$ cat config.mk
export PLATFORM = sky130hd
export DESIGN_NAME = rotate_square_matrix_90
export DESIGN_NICKNAME = d
export VERILOG_FILES = /design/src/rsm_pkg.sv /design/src/rotate_square_matrix_90.sv /design/src/rsm_store.sv /design/src/rsm_seq.sv
export SDC_FILE = /design/constraint.sdc
export NUM_CORES = 2
export LEC_CHECK = 0
export ABC_CLOCK_PERIOD_IN_PS = 6350
export CORE_MARGIN = 3
export CORE_UTILIZATION = 55
export DETAILED_ROUTE_END_ITERATION = 16
export DONT_BUFFER_PORTS = 1
export PLACE_DENSITY_LB_ADDON = 0.08
export SLEW_MARGIN = 20
export SYNTH_ARGS = -nofsm -noshare
export SYNTH_HDL_FRONTEND = slang
export SYNTH_SLANG_ARGS = --single-unit
$ cat constraint.sdc
create_clock -name clk -period 6.35 [get_ports clk]
set_input_delay 0.3175 -clock clk [delete_from_list [all_inputs] [get_ports clk]]
set_output_delay 0.3175 -clock clk [all_outputs]
set_load 0.01 [all_outputs]
$ cat src/rsm_pkg.sv
// ---------------------------------------------------------------------------
// rsm_pkg: shared types and constants for the matrix rotator
// Register indexes, data widths, sequencer state and read control struct.
// ---------------------------------------------------------------------------
package rsm_pkg;

    localparam int DATA_W     = 32;
    localparam int CFG_IDX_W  = 2;
    localparam int CFG_DATA_W = 4;
    localparam int SIDE_W     = 4;

    localparam logic [CFG_IDX_W-1:0] REG_DIRECTION = 2'd0;
    localparam logic [CFG_IDX_W-1:0] REG_SIDE      = 2'd1;

    localparam logic [SIDE_W-1:0] SIDE_RESET = 4'd8;

    typedef enum logic {
        ST_IDLE,
        ST_EMIT
    } seq_state_t;

    typedef struct packed {
        logic en;
        logic last;
    } rd_ctrl_t;

endpackage

$ cat src/rotate_square_matrix_90.sv
// ---------------------------------------------------------------------------
// rotate_square_matrix_90: square matrix rotation by 90 degrees
// Collects an n-by-n matrix and replays it turned clockwise or anticlockwise.
// ---------------------------------------------------------------------------
// Usage:
//   Configuration: cfg_valid/cfg_ready write channel, always ready.
//   cfg_index 0 selects direction (0 clockwise, 1 anticlockwise),
//   cfg_index 1 selects the side n (0 reads as 1, above MAX_SIDE saturates).
//   Input: an element is taken at each edge with start high and busy low,
//   one per cycle, row-major. A load is n*n elements.
//   Output: the item that completes the matrix starts the readout. The
//   sequencer issues one memory read per cycle, n*n reads in all, busy high
//   meanwhile; each element appears on element_out with strobe high for one
//   cycle, the cycle after its read is issued, so the first result trails
//   the completing item by the sequencer state and read data registers,
//   with last on the final one. Readout is paced by the single read port
//   of the element memory. No element is taken while busy is high.
//   Results cannot be stalled; the receiver takes each one as it appears.
//   Reset clears the load count, the sequencer state and the output strobe and
//   returns direction to clockwise and side to 8. Memory contents are not
//   cleared; every entry is written before it is read.
// ---------------------------------------------------------------------------
module rotate_square_matrix_90 #(
    parameter int MAX_SIDE = 8
) (
    input  logic                               clk,
    input  logic                               rst_n,
    input  logic                               start,
    output logic                               busy,
    input  logic signed [rsm_pkg::DATA_W-1:0]  element,
    output logic                               strobe,
    output logic signed [rsm_pkg::DATA_W-1:0]  element_out,
    output logic                               last,
    input  logic                               cfg_valid,
    output logic                               cfg_ready,
    input  logic [rsm_pkg::CFG_IDX_W-1:0]      cfg_index,
    input  logic [rsm_pkg::CFG_DATA_W-1:0]     cfg_data
);
    import rsm_pkg::*;

    localparam int DEPTH = MAX_SIDE * MAX_SIDE;
    localparam int AW    = $clog2(DEPTH > 1 ? DEPTH : 2);
    localparam int CW    = $clog2(DEPTH + 1);
    localparam int SW    = $clog2(MAX_SIDE + 1);

    logic              direction_reg, direction_next;
    logic [SIDE_W-1:0] side_reg, side_next;
    logic [AW-1:0]     count_reg, count_next;
    logic              strobe_reg;
    logic              last_reg;

    logic [SW-1:0]     n_act;
    logic [CW-1:0]     total;
    logic [CW-1:0]     count_inc;
    logic              accept;
    logic              complete;
    logic              seq_busy;
    rd_ctrl_t          rd;
    logic [AW-1:0]     rd_addr;
    logic [DATA_W-1:0] rd_data;

    assign cfg_ready = 1'b1;

    // config decode
    always_comb
    begin
        direction_next = direction_reg;
        side_next      = side_reg;
        if (cfg_valid && cfg_ready)
        begin
            unique case (cfg_index)
                REG_DIRECTION: direction_next = cfg_data[0];
                REG_SIDE:      side_next      = cfg_data[SIDE_W-1:0];
                default:
                begin
                    direction_next = direction_reg;
                    side_next      = side_reg;
                end
            endcase
        end
    end

    always_comb
    begin
        if (side_reg == '0)
        begin
            n_act = SW'(1);
        end
        else if (side_reg > SIDE_W'(MAX_SIDE))
        begin
            n_act = SW'(MAX_SIDE);
        end
        else
        begin
            n_act = SW'(side_reg);
        end
    end

    assign total      = CW'(CW'(n_act) * CW'(n_act));
    assign accept     = start && !seq_busy;
    assign count_inc  = CW'(count_reg) + CW'(1);
    assign complete   = (count_inc >= total);
    assign count_next = accept ? (complete ? '0 : AW'(count_inc)) : count_reg;

    always_ff @(posedge clk or negedge rst_n)
    begin
        if (!rst_n)
        begin
            direction_reg <= 1'b0;
            side_reg      <= SIDE_RESET;
            count_reg     <= '0;
            strobe_reg    <= 1'b0;
            last_reg      <= 1'b0;
        end
        else
        begin
            direction_reg <= direction_next;
            side_reg      <= side_next;
            count_reg     <= count_next;
            strobe_reg    <= rd.en;
            last_reg      <= rd.en && rd.last;
        end
    end

    rsm_store #(
        .MAX_SIDE (MAX_SIDE)
    ) u_store (
        .clk     (clk),
        .wr_en   (accept),
        .wr_addr (count_reg),
        .wr_data (element),
        .rd_en   (rd.en),
        .rd_addr (rd_addr),
        .rd_data (rd_data)
    );

    rsm_seq #(
        .MAX_SIDE (MAX_SIDE)
    ) u_seq (
        .clk     (clk),
        .rst_n   (rst_n),
        .launch  (accept && complete),
        .n       (n_act),
        .dir     (direction_reg),
        .busy    (seq_busy),
        .rd      (rd),
        .rd_addr (rd_addr)
    );

    assign busy        = seq_busy;
    assign strobe      = strobe_reg;
    assign last        = last_reg;
    assign element_out = $signed(rd_data);

    a_strobe_follows_busy: assert property (@(posedge clk) disable iff (!rst_n)
        strobe |-> $past(busy))
        else $error("result strobe without readout in progress");

    a_last_with_strobe: assert property (@(posedge clk) disable iff (!rst_n)
        last |-> strobe)
        else $error("last flag without result strobe");

    a_idle_after_last: assert property (@(posedge clk) disable iff (!rst_n)
        (strobe && last) |-> !busy)
        else $error("still busy on final result");

    a_count_cleared: assert property (@(posedge clk) disable iff (!rst_n)
        busy |-> (count_reg == '0))
        else $error("load count not cleared during readout");

endmodule

$ cat src/rsm_store.sv
// ---------------------------------------------------------------------------
// rsm_store: element memory
// One write port, one read port with registered read data.
// ---------------------------------------------------------------------------
module rsm_store #(
    parameter int MAX_SIDE = 8
) (
    input  logic                                   clk,
    input  logic                                   wr_en,
    input  logic [$clog2(MAX_SIDE*MAX_SIDE > 1 ? MAX_SIDE*MAX_SIDE : 2)-1:0] wr_addr,
    input  logic [rsm_pkg::DATA_W-1:0]             wr_data,
    input  logic                                   rd_en,
    input  logic [$clog2(MAX_SIDE*MAX_SIDE > 1 ? MAX_SIDE*MAX_SIDE : 2)-1:0] rd_addr,
    output logic [rsm_pkg::DATA_W-1:0]             rd_data
);
    import rsm_pkg::*;

    localparam int DEPTH = MAX_SIDE * MAX_SIDE;

    logic [DATA_W-1:0] mem [DEPTH];
    logic [DATA_W-1:0] rd_data_reg;

    always_ff @(posedge clk)
    begin
        if (wr_en)
        begin
            mem[wr_addr] <= wr_data;
        end
    end

    always_ff @(posedge clk)
    begin
        if (rd_en)
        begin
            rd_data_reg <= mem[rd_addr];
        end
    end

    assign rd_data = rd_data_reg;

endmodule

$ cat src/rsm_seq.sv
// ---------------------------------------------------------------------------
// rsm_seq: readout sequencer
// Walks the rotated matrix in row-major order, stepping the read address
// by plus or minus n along a row and by one between row starts.
// ---------------------------------------------------------------------------
module rsm_seq #(
    parameter int MAX_SIDE = 8
) (
    input  logic                                   clk,
    input  logic                                   rst_n,
    input  logic                                   launch,
    input  logic [$clog2(MAX_SIDE+1)-1:0]          n,
    input  logic                                   dir,
    output logic                                   busy,
    output rsm_pkg::rd_ctrl_t                      rd,
    output logic [$clog2(MAX_SIDE*MAX_SIDE > 1 ? MAX_SIDE*MAX_SIDE : 2)-1:0] rd_addr
);
    import rsm_pkg::*;

    localparam int DEPTH = MAX_SIDE * MAX_SIDE;
    localparam int AW    = $clog2(DEPTH > 1 ? DEPTH : 2);
    localparam int SW    = $clog2(MAX_SIDE + 1);
    localparam int IW    = $clog2(MAX_SIDE > 1 ? MAX_SIDE : 2);

    seq_state_t      state_reg, state_next;
    logic [IW-1:0]   i_reg, i_next;
    logic [IW-1:0]   j_reg, j_next;
    logic [AW-1:0]   addr_reg, addr_next;
    logic [AW-1:0]   row_reg, row_next;
    logic [AW-1:0]   n_reg, n_next;
    logic [IW-1:0]   nm1_reg, nm1_next;
    logic            dir_reg, dir_next;

    logic [AW-1:0]   n_ext;
    logic [AW-1:0]   start_addr;
    logic [AW-1:0]   row_step;
    logic            row_end;
    logic            mat_end;

    assign n_ext      = AW'(n);
    assign start_addr = dir ? (n_ext - AW'(1)) : AW'(n_ext * (n_ext - AW'(1)));
    assign row_end    = (j_reg == nm1_reg);
    assign mat_end    = row_end && (i_reg == nm1_reg);
    assign row_step   = dir_reg ? (row_reg - AW'(1)) : (row_reg + AW'(1));

    // next state
    always_comb
    begin
        state_next = state_reg;
        unique case (state_reg)
            ST_IDLE:
            begin
                if (launch)
                begin
                    state_next = ST_EMIT;
                end
            end
            ST_EMIT:
            begin
                if (mat_end)
                begin
                    state_next = ST_IDLE;
                end
            end
            default:
            begin
                state_next = ST_IDLE;
            end
        endcase
    end

    // outputs
    always_comb
    begin
        busy    = 1'b0;
        rd.en   = 1'b0;
        rd.last = 1'b0;
        unique case (state_reg)
            ST_IDLE:
            begin
                busy = 1'b0;
            end
            ST_EMIT:
            begin
                busy    = 1'b1;
                rd.en   = 1'b1;
                rd.last = mat_end;
            end
            default:
            begin
                busy = 1'b0;
            end
        endcase
    end

    assign rd_addr = addr_reg;

    // address unit
    always_comb
    begin
        i_next    = i_reg;
        j_next    = j_reg;
        addr_next = addr_reg;
        row_next  = row_reg;
        n_next    = n_reg;
        nm1_next  = nm1_reg;
        dir_next  = dir_reg;
        if (state_reg == ST_IDLE)
        begin
            if (launch)
            begin
                i_next    = '0;
                j_next    = '0;
                addr_next = start_addr;
                row_next  = start_addr;
                n_next    = n_ext;
                nm1_next  = IW'(n - SW'(1));
                dir_next  = dir;
            end
        end
        else if (row_end)
        begin
            j_next    = '0;
            i_next    = i_reg + IW'(1);
            row_next  = row_step;
            addr_next = row_step;
        end
        else
        begin
            j_next    = j_reg + IW'(1);
            addr_next = dir_reg ? (addr_reg + n_reg) : (addr_reg - n_reg);
        end
    end

    always_ff @(posedge clk or negedge rst_n)
    begin
        if (!rst_n)
        begin
            state_reg <= ST_IDLE;
        end
        else
        begin
            state_reg <= state_next;
        end
    end

    always_ff @(posedge clk)
    begin
        i_reg    <= i_next;
        j_reg    <= j_next;
        addr_reg <= addr_next;
        row_reg  <= row_next;
        n_reg    <= n_next;
        nm1_reg  <= nm1_next;
        dir_reg  <= dir_next;
    end

endmodule

==> run summary <==
The synthesized-area fraction occupied by xor and xnor cells was 0.00333. For hold timing, the worst endpoint is side_reg[1]. The flow ran to the end, and the final reports show no timing, DRC or antenna violations. The tools report the cell count after placement as 5503. The compound-gate portion of the synthesized area is 0.0265, and the initial antenna violation count is 6. Synthesized area divided by synthesized cell count: 22.1 µm². Derived from the worst setup path, the maximum achievable clock frequency is 0.220 GHz.

The share of synthesized cell area in and, or, nand and nor gates is 0.0188. The Yosys step of the flow raised 0 warnings. The buffer type at the clock tree root was clkbuf_16. The congestion estimate from routability-driven global placement came to 0.805. By area, the combinational part of the netlist is dominated by multiplexers.

The total area inside the core boundary comes to 146000 µm². The most used flip-flop cell after synthesis is edfxtp_1. The width of the die is 391 µm. The net count of the finished layout is 3952. The required time reported for the critical path endpoint is 6.82 ns. The portion of the clock cycle consumed by the worst path in the final layout is 0.715, and the first-pass iteration count of the detailed router is 6. The run gives 0.234 ns as the final-layout worst hold slack. The run gives 296000 µm as the first-pass GRT wire length.

The source of the worst register-to-register timing path was side_reg[2]. The clock tree synthesis step divided the H-tree into 4 levels. The starting density of the core came out at 0.556.

The critical path is of the reg -> reg type. In the routed layout, each cell is associated on average with a via count of 6.61. The run gives 3 as the number of buffers between clock root and the deepest sink. Part of the Yosys area used for sequential elements: 0.780. The synthesized netlist occupies a cell area of 81500 µm².

TritonCTS built the clock tree. The placement-stage cell area came out at 84400 µm². For the final routed database, the setup TNS stands at 0 ns. After routing the design area is 92100 µm². In this run the static leakage power is 0.0289 µW. In this run, synthesis inferred 2106 flip-flops with an integrated enable. For the max-slew headroom at the worst pin, the log shows 0.250.

The via count of the first global-routing pass was 40.7k. The worst reg2reg path endpoint is u_seq.j_reg[2]. The HPWL after detailed placement is 110000 µm.

TritonCTS created 205 clock buffers. Category of the worst setup path launch point: a flop. The power density over the cells was 423 nW/µm²; the DRC violations left was 0.

The tree built by TritonCTS fans out to 2120 sinks. The number of antenna-violating nets in the routed design is 0, and the final routed wire length divided by cell count is 34.7 µm. In this run the count of I/O pins placed on the die edge is 78. The worst register-to-register path has a depth of 13. The post-synthesis share of cell area spent on full adders, half adders and majority gates is 0.00673, and the slew at the pin closest to its max-slew limit is 1.12 ns.

Tracing the worst setup path back leads to its startpoint at side_reg[2]. The final wirelength was 207000 µm. The run gives 3681 as the number of standard cells after synthesis. The proportion of layout cells with a drive suffix above 1 is 0.249, and the layout overhead on the synthesized area is 13.0%. Data arrives at the worst endpoint at 5.01 ns. The tightest min-delay check is of the in -> reg type. The worst hold path begins at cfg_data[1].

Setup-violating endpoint count in the final report: 0. Largest net degree at the start of global routing: 134. The number of flip-flops in the largest register is 2048. The die is 391 µm tall. The highest net fanout along the worst path was 9. The worst supply voltage drop on vdd was 0.000359 V; the later-pin clock latency in the skew report was 0.82 ns. The run gives 0 as the leftover overflow at the end of global routing.

The multiplexer share of the synthesized area was 0.151; the number of port buffers was 0. The shortest period the worst path allows is 4.54 ns, and the clock transition at the register clock pins on the worst setup and hold paths after CTS is 0.06 ns. The nature of the critical path endpoint is a flop. Along the worst hold path, the cell count comes to 2. The routed layout has 39.3k vias. The filler-free cell count of the finished design is 5952, and the synthesis-stage register bit count is 2120. The fraction of synthesis flops using an asynchronous set or reset pin works out to 0.00660. Once the clock tree was built, the resizer swapped 0 gates to a different size. For the number of hold-slack violations in the final timing report, the log shows 0. Max-cap violations in this run came to 0.

The filler cell count is 9855, and the row count is 140. The logs give 1.81 ns for the setup slack of the worst register-to-register path and 0 for the number of pins exceeding their max-slew limit in the final report. The tools report the total die area as 153000 µm². The clock arrives with 0.0221 ns of skew. Setup repair after global routing left no endpoint under its margin. The run gives 0.276 as the global-route usage over all layers.

The number of design-rule violations left by the first detailed-router iteration is 4458, and the post-synthesis cell type count is 50.
where the power goes:
group	internal [µW]	switching (µW)
clock	6580	5010
sequential	15900	392
combinational	4400	6670
total	26900	12100
timing repair:
action | in CTS | in global routing
hold endpoints to repair | 2074 | 0
buffers inserted | 0 | 0
hold buffers | 76 | 0
metal layers:
layer / GRT usage / vias up / part of all wire
met5: 0 / - / 0.000092
met4: 0.0716 / 2 / 0.024
met3: 0.0562 / 279 / 0.093
met2: 0.433 / 1894 / 0.48
met1: 0.405 / 21300 / 0.40
li1: - / 15900 / -
stage by stage:
| stage | total power, µW | worst slack [ns] | util |
|---|---|---|---|
| after floorplan | 23500 | 2.71 | - |
| after global placement | 27200 | 2.14 | 0.576 |
| after detailed placement | 27300 | 1.87 | 0.576 |
| after CTS | 39200 | 1.82 | 0.629 |
| after global routing | 40400 | 1.46 | 0.629 |
| final | 38900 | 1.81 | 0.629 |
synthesized netlist by cell type (16+ instances only):
cell	instances	share of area
buf_2	62	0.0038
ha_1	31	0.0048
nor2b_1	18	0.0014
a32oi_1	27	0.0029
mux2i_1	70	0.0086
buf_1	18	0.00083
xnor2_1	23	0.0025
inv_1	24	0.0011
nor2_1	148	0.0068
a211oi_1	16	0.0015
a22oi_1	110	0.010
mux4_2	513	0.14
clkbuf_1	103	0.0047
a21oi_1	29	0.0018
edfxtp_1	2106	0.78
o22ai_1	86	0.0066
nand2_1	145	0.0067
layout by cell type, fill, tap and decap left out, types with 29 or more instances in the layout:
cell type / instances
clkbuf_1: 57
mux2i_1: 70
clkbuf_16: 213
clkinv_2: 29
clkinv_1: 47
nor2_4: 65
dlygate4sd3_1: 44
nor2_1: 83
mux4_2: 513
a21oi_1: 29
buf_16: 32
edfxtp_1: 2106
o22ai_1: 86
a22oi_1: 110
buf_4: 90
ha_1: 31
nand2_1: 145
cells by family (layout without fill, tap and decap cells):
| family | after synthesis | after routing |
|---|---|---|
| mux | 591 | 591 |
| other cells | 2 | 7 |
| fa+ha+maj | 39 | 39 |
| xor+xnor | 31 | 31 |
| simple gates | 363 | 363 |
| buf+inv | 226 | 575 |
| compound gates | 309 | 309 |
| flops | 2120 | 2120 |
worst max-delay path, stage by stage, from the launching register on:
cell and delay, ns:
dfrtp_1 0.41, nor2_1 0.08, o21ai_0 0.56, inv_1 0.21
ha_1 0.29, fa_1 0.49, a21o_1 0.18, a21oi_1 0.17
xnor2_1 0.18, ha_1 0.26, nor3_1 0.07, a211oi_1 0.63
nand2_1 0.27, nand2b_1 0.41
worst max path at each step:
stage                     slack (ns)            endpoint  cells past startpoint
after floorplan                 2.71  u_store.mem[46][0]                      6
after global placement          2.14    u_seq.rd_addr[0]                     13
after global routing            1.46      u_seq.j_reg[2]                     13
after detailed placement        1.87    u_seq.rd_addr[0]                     13
after CTS                       1.82      u_seq.j_reg[2]                     13
final                           1.81      u_seq.j_reg[2]                     13
final cells by class:
cell class,instances,area [µm²],share of cell area
repair buffers,181,2290,0.0249
clock buffers,270,5540,0.0602
clock inverters,100,795,0.00863
flip-flops and latches,2120,63600,0.690
diodes,1,2.50,0.0000272
inverters,24,90.1,0.000978
well taps,1917,2400,0.0260
multi-input cells,1339,17400,0.189
Power figures use the tool's default switching activity.
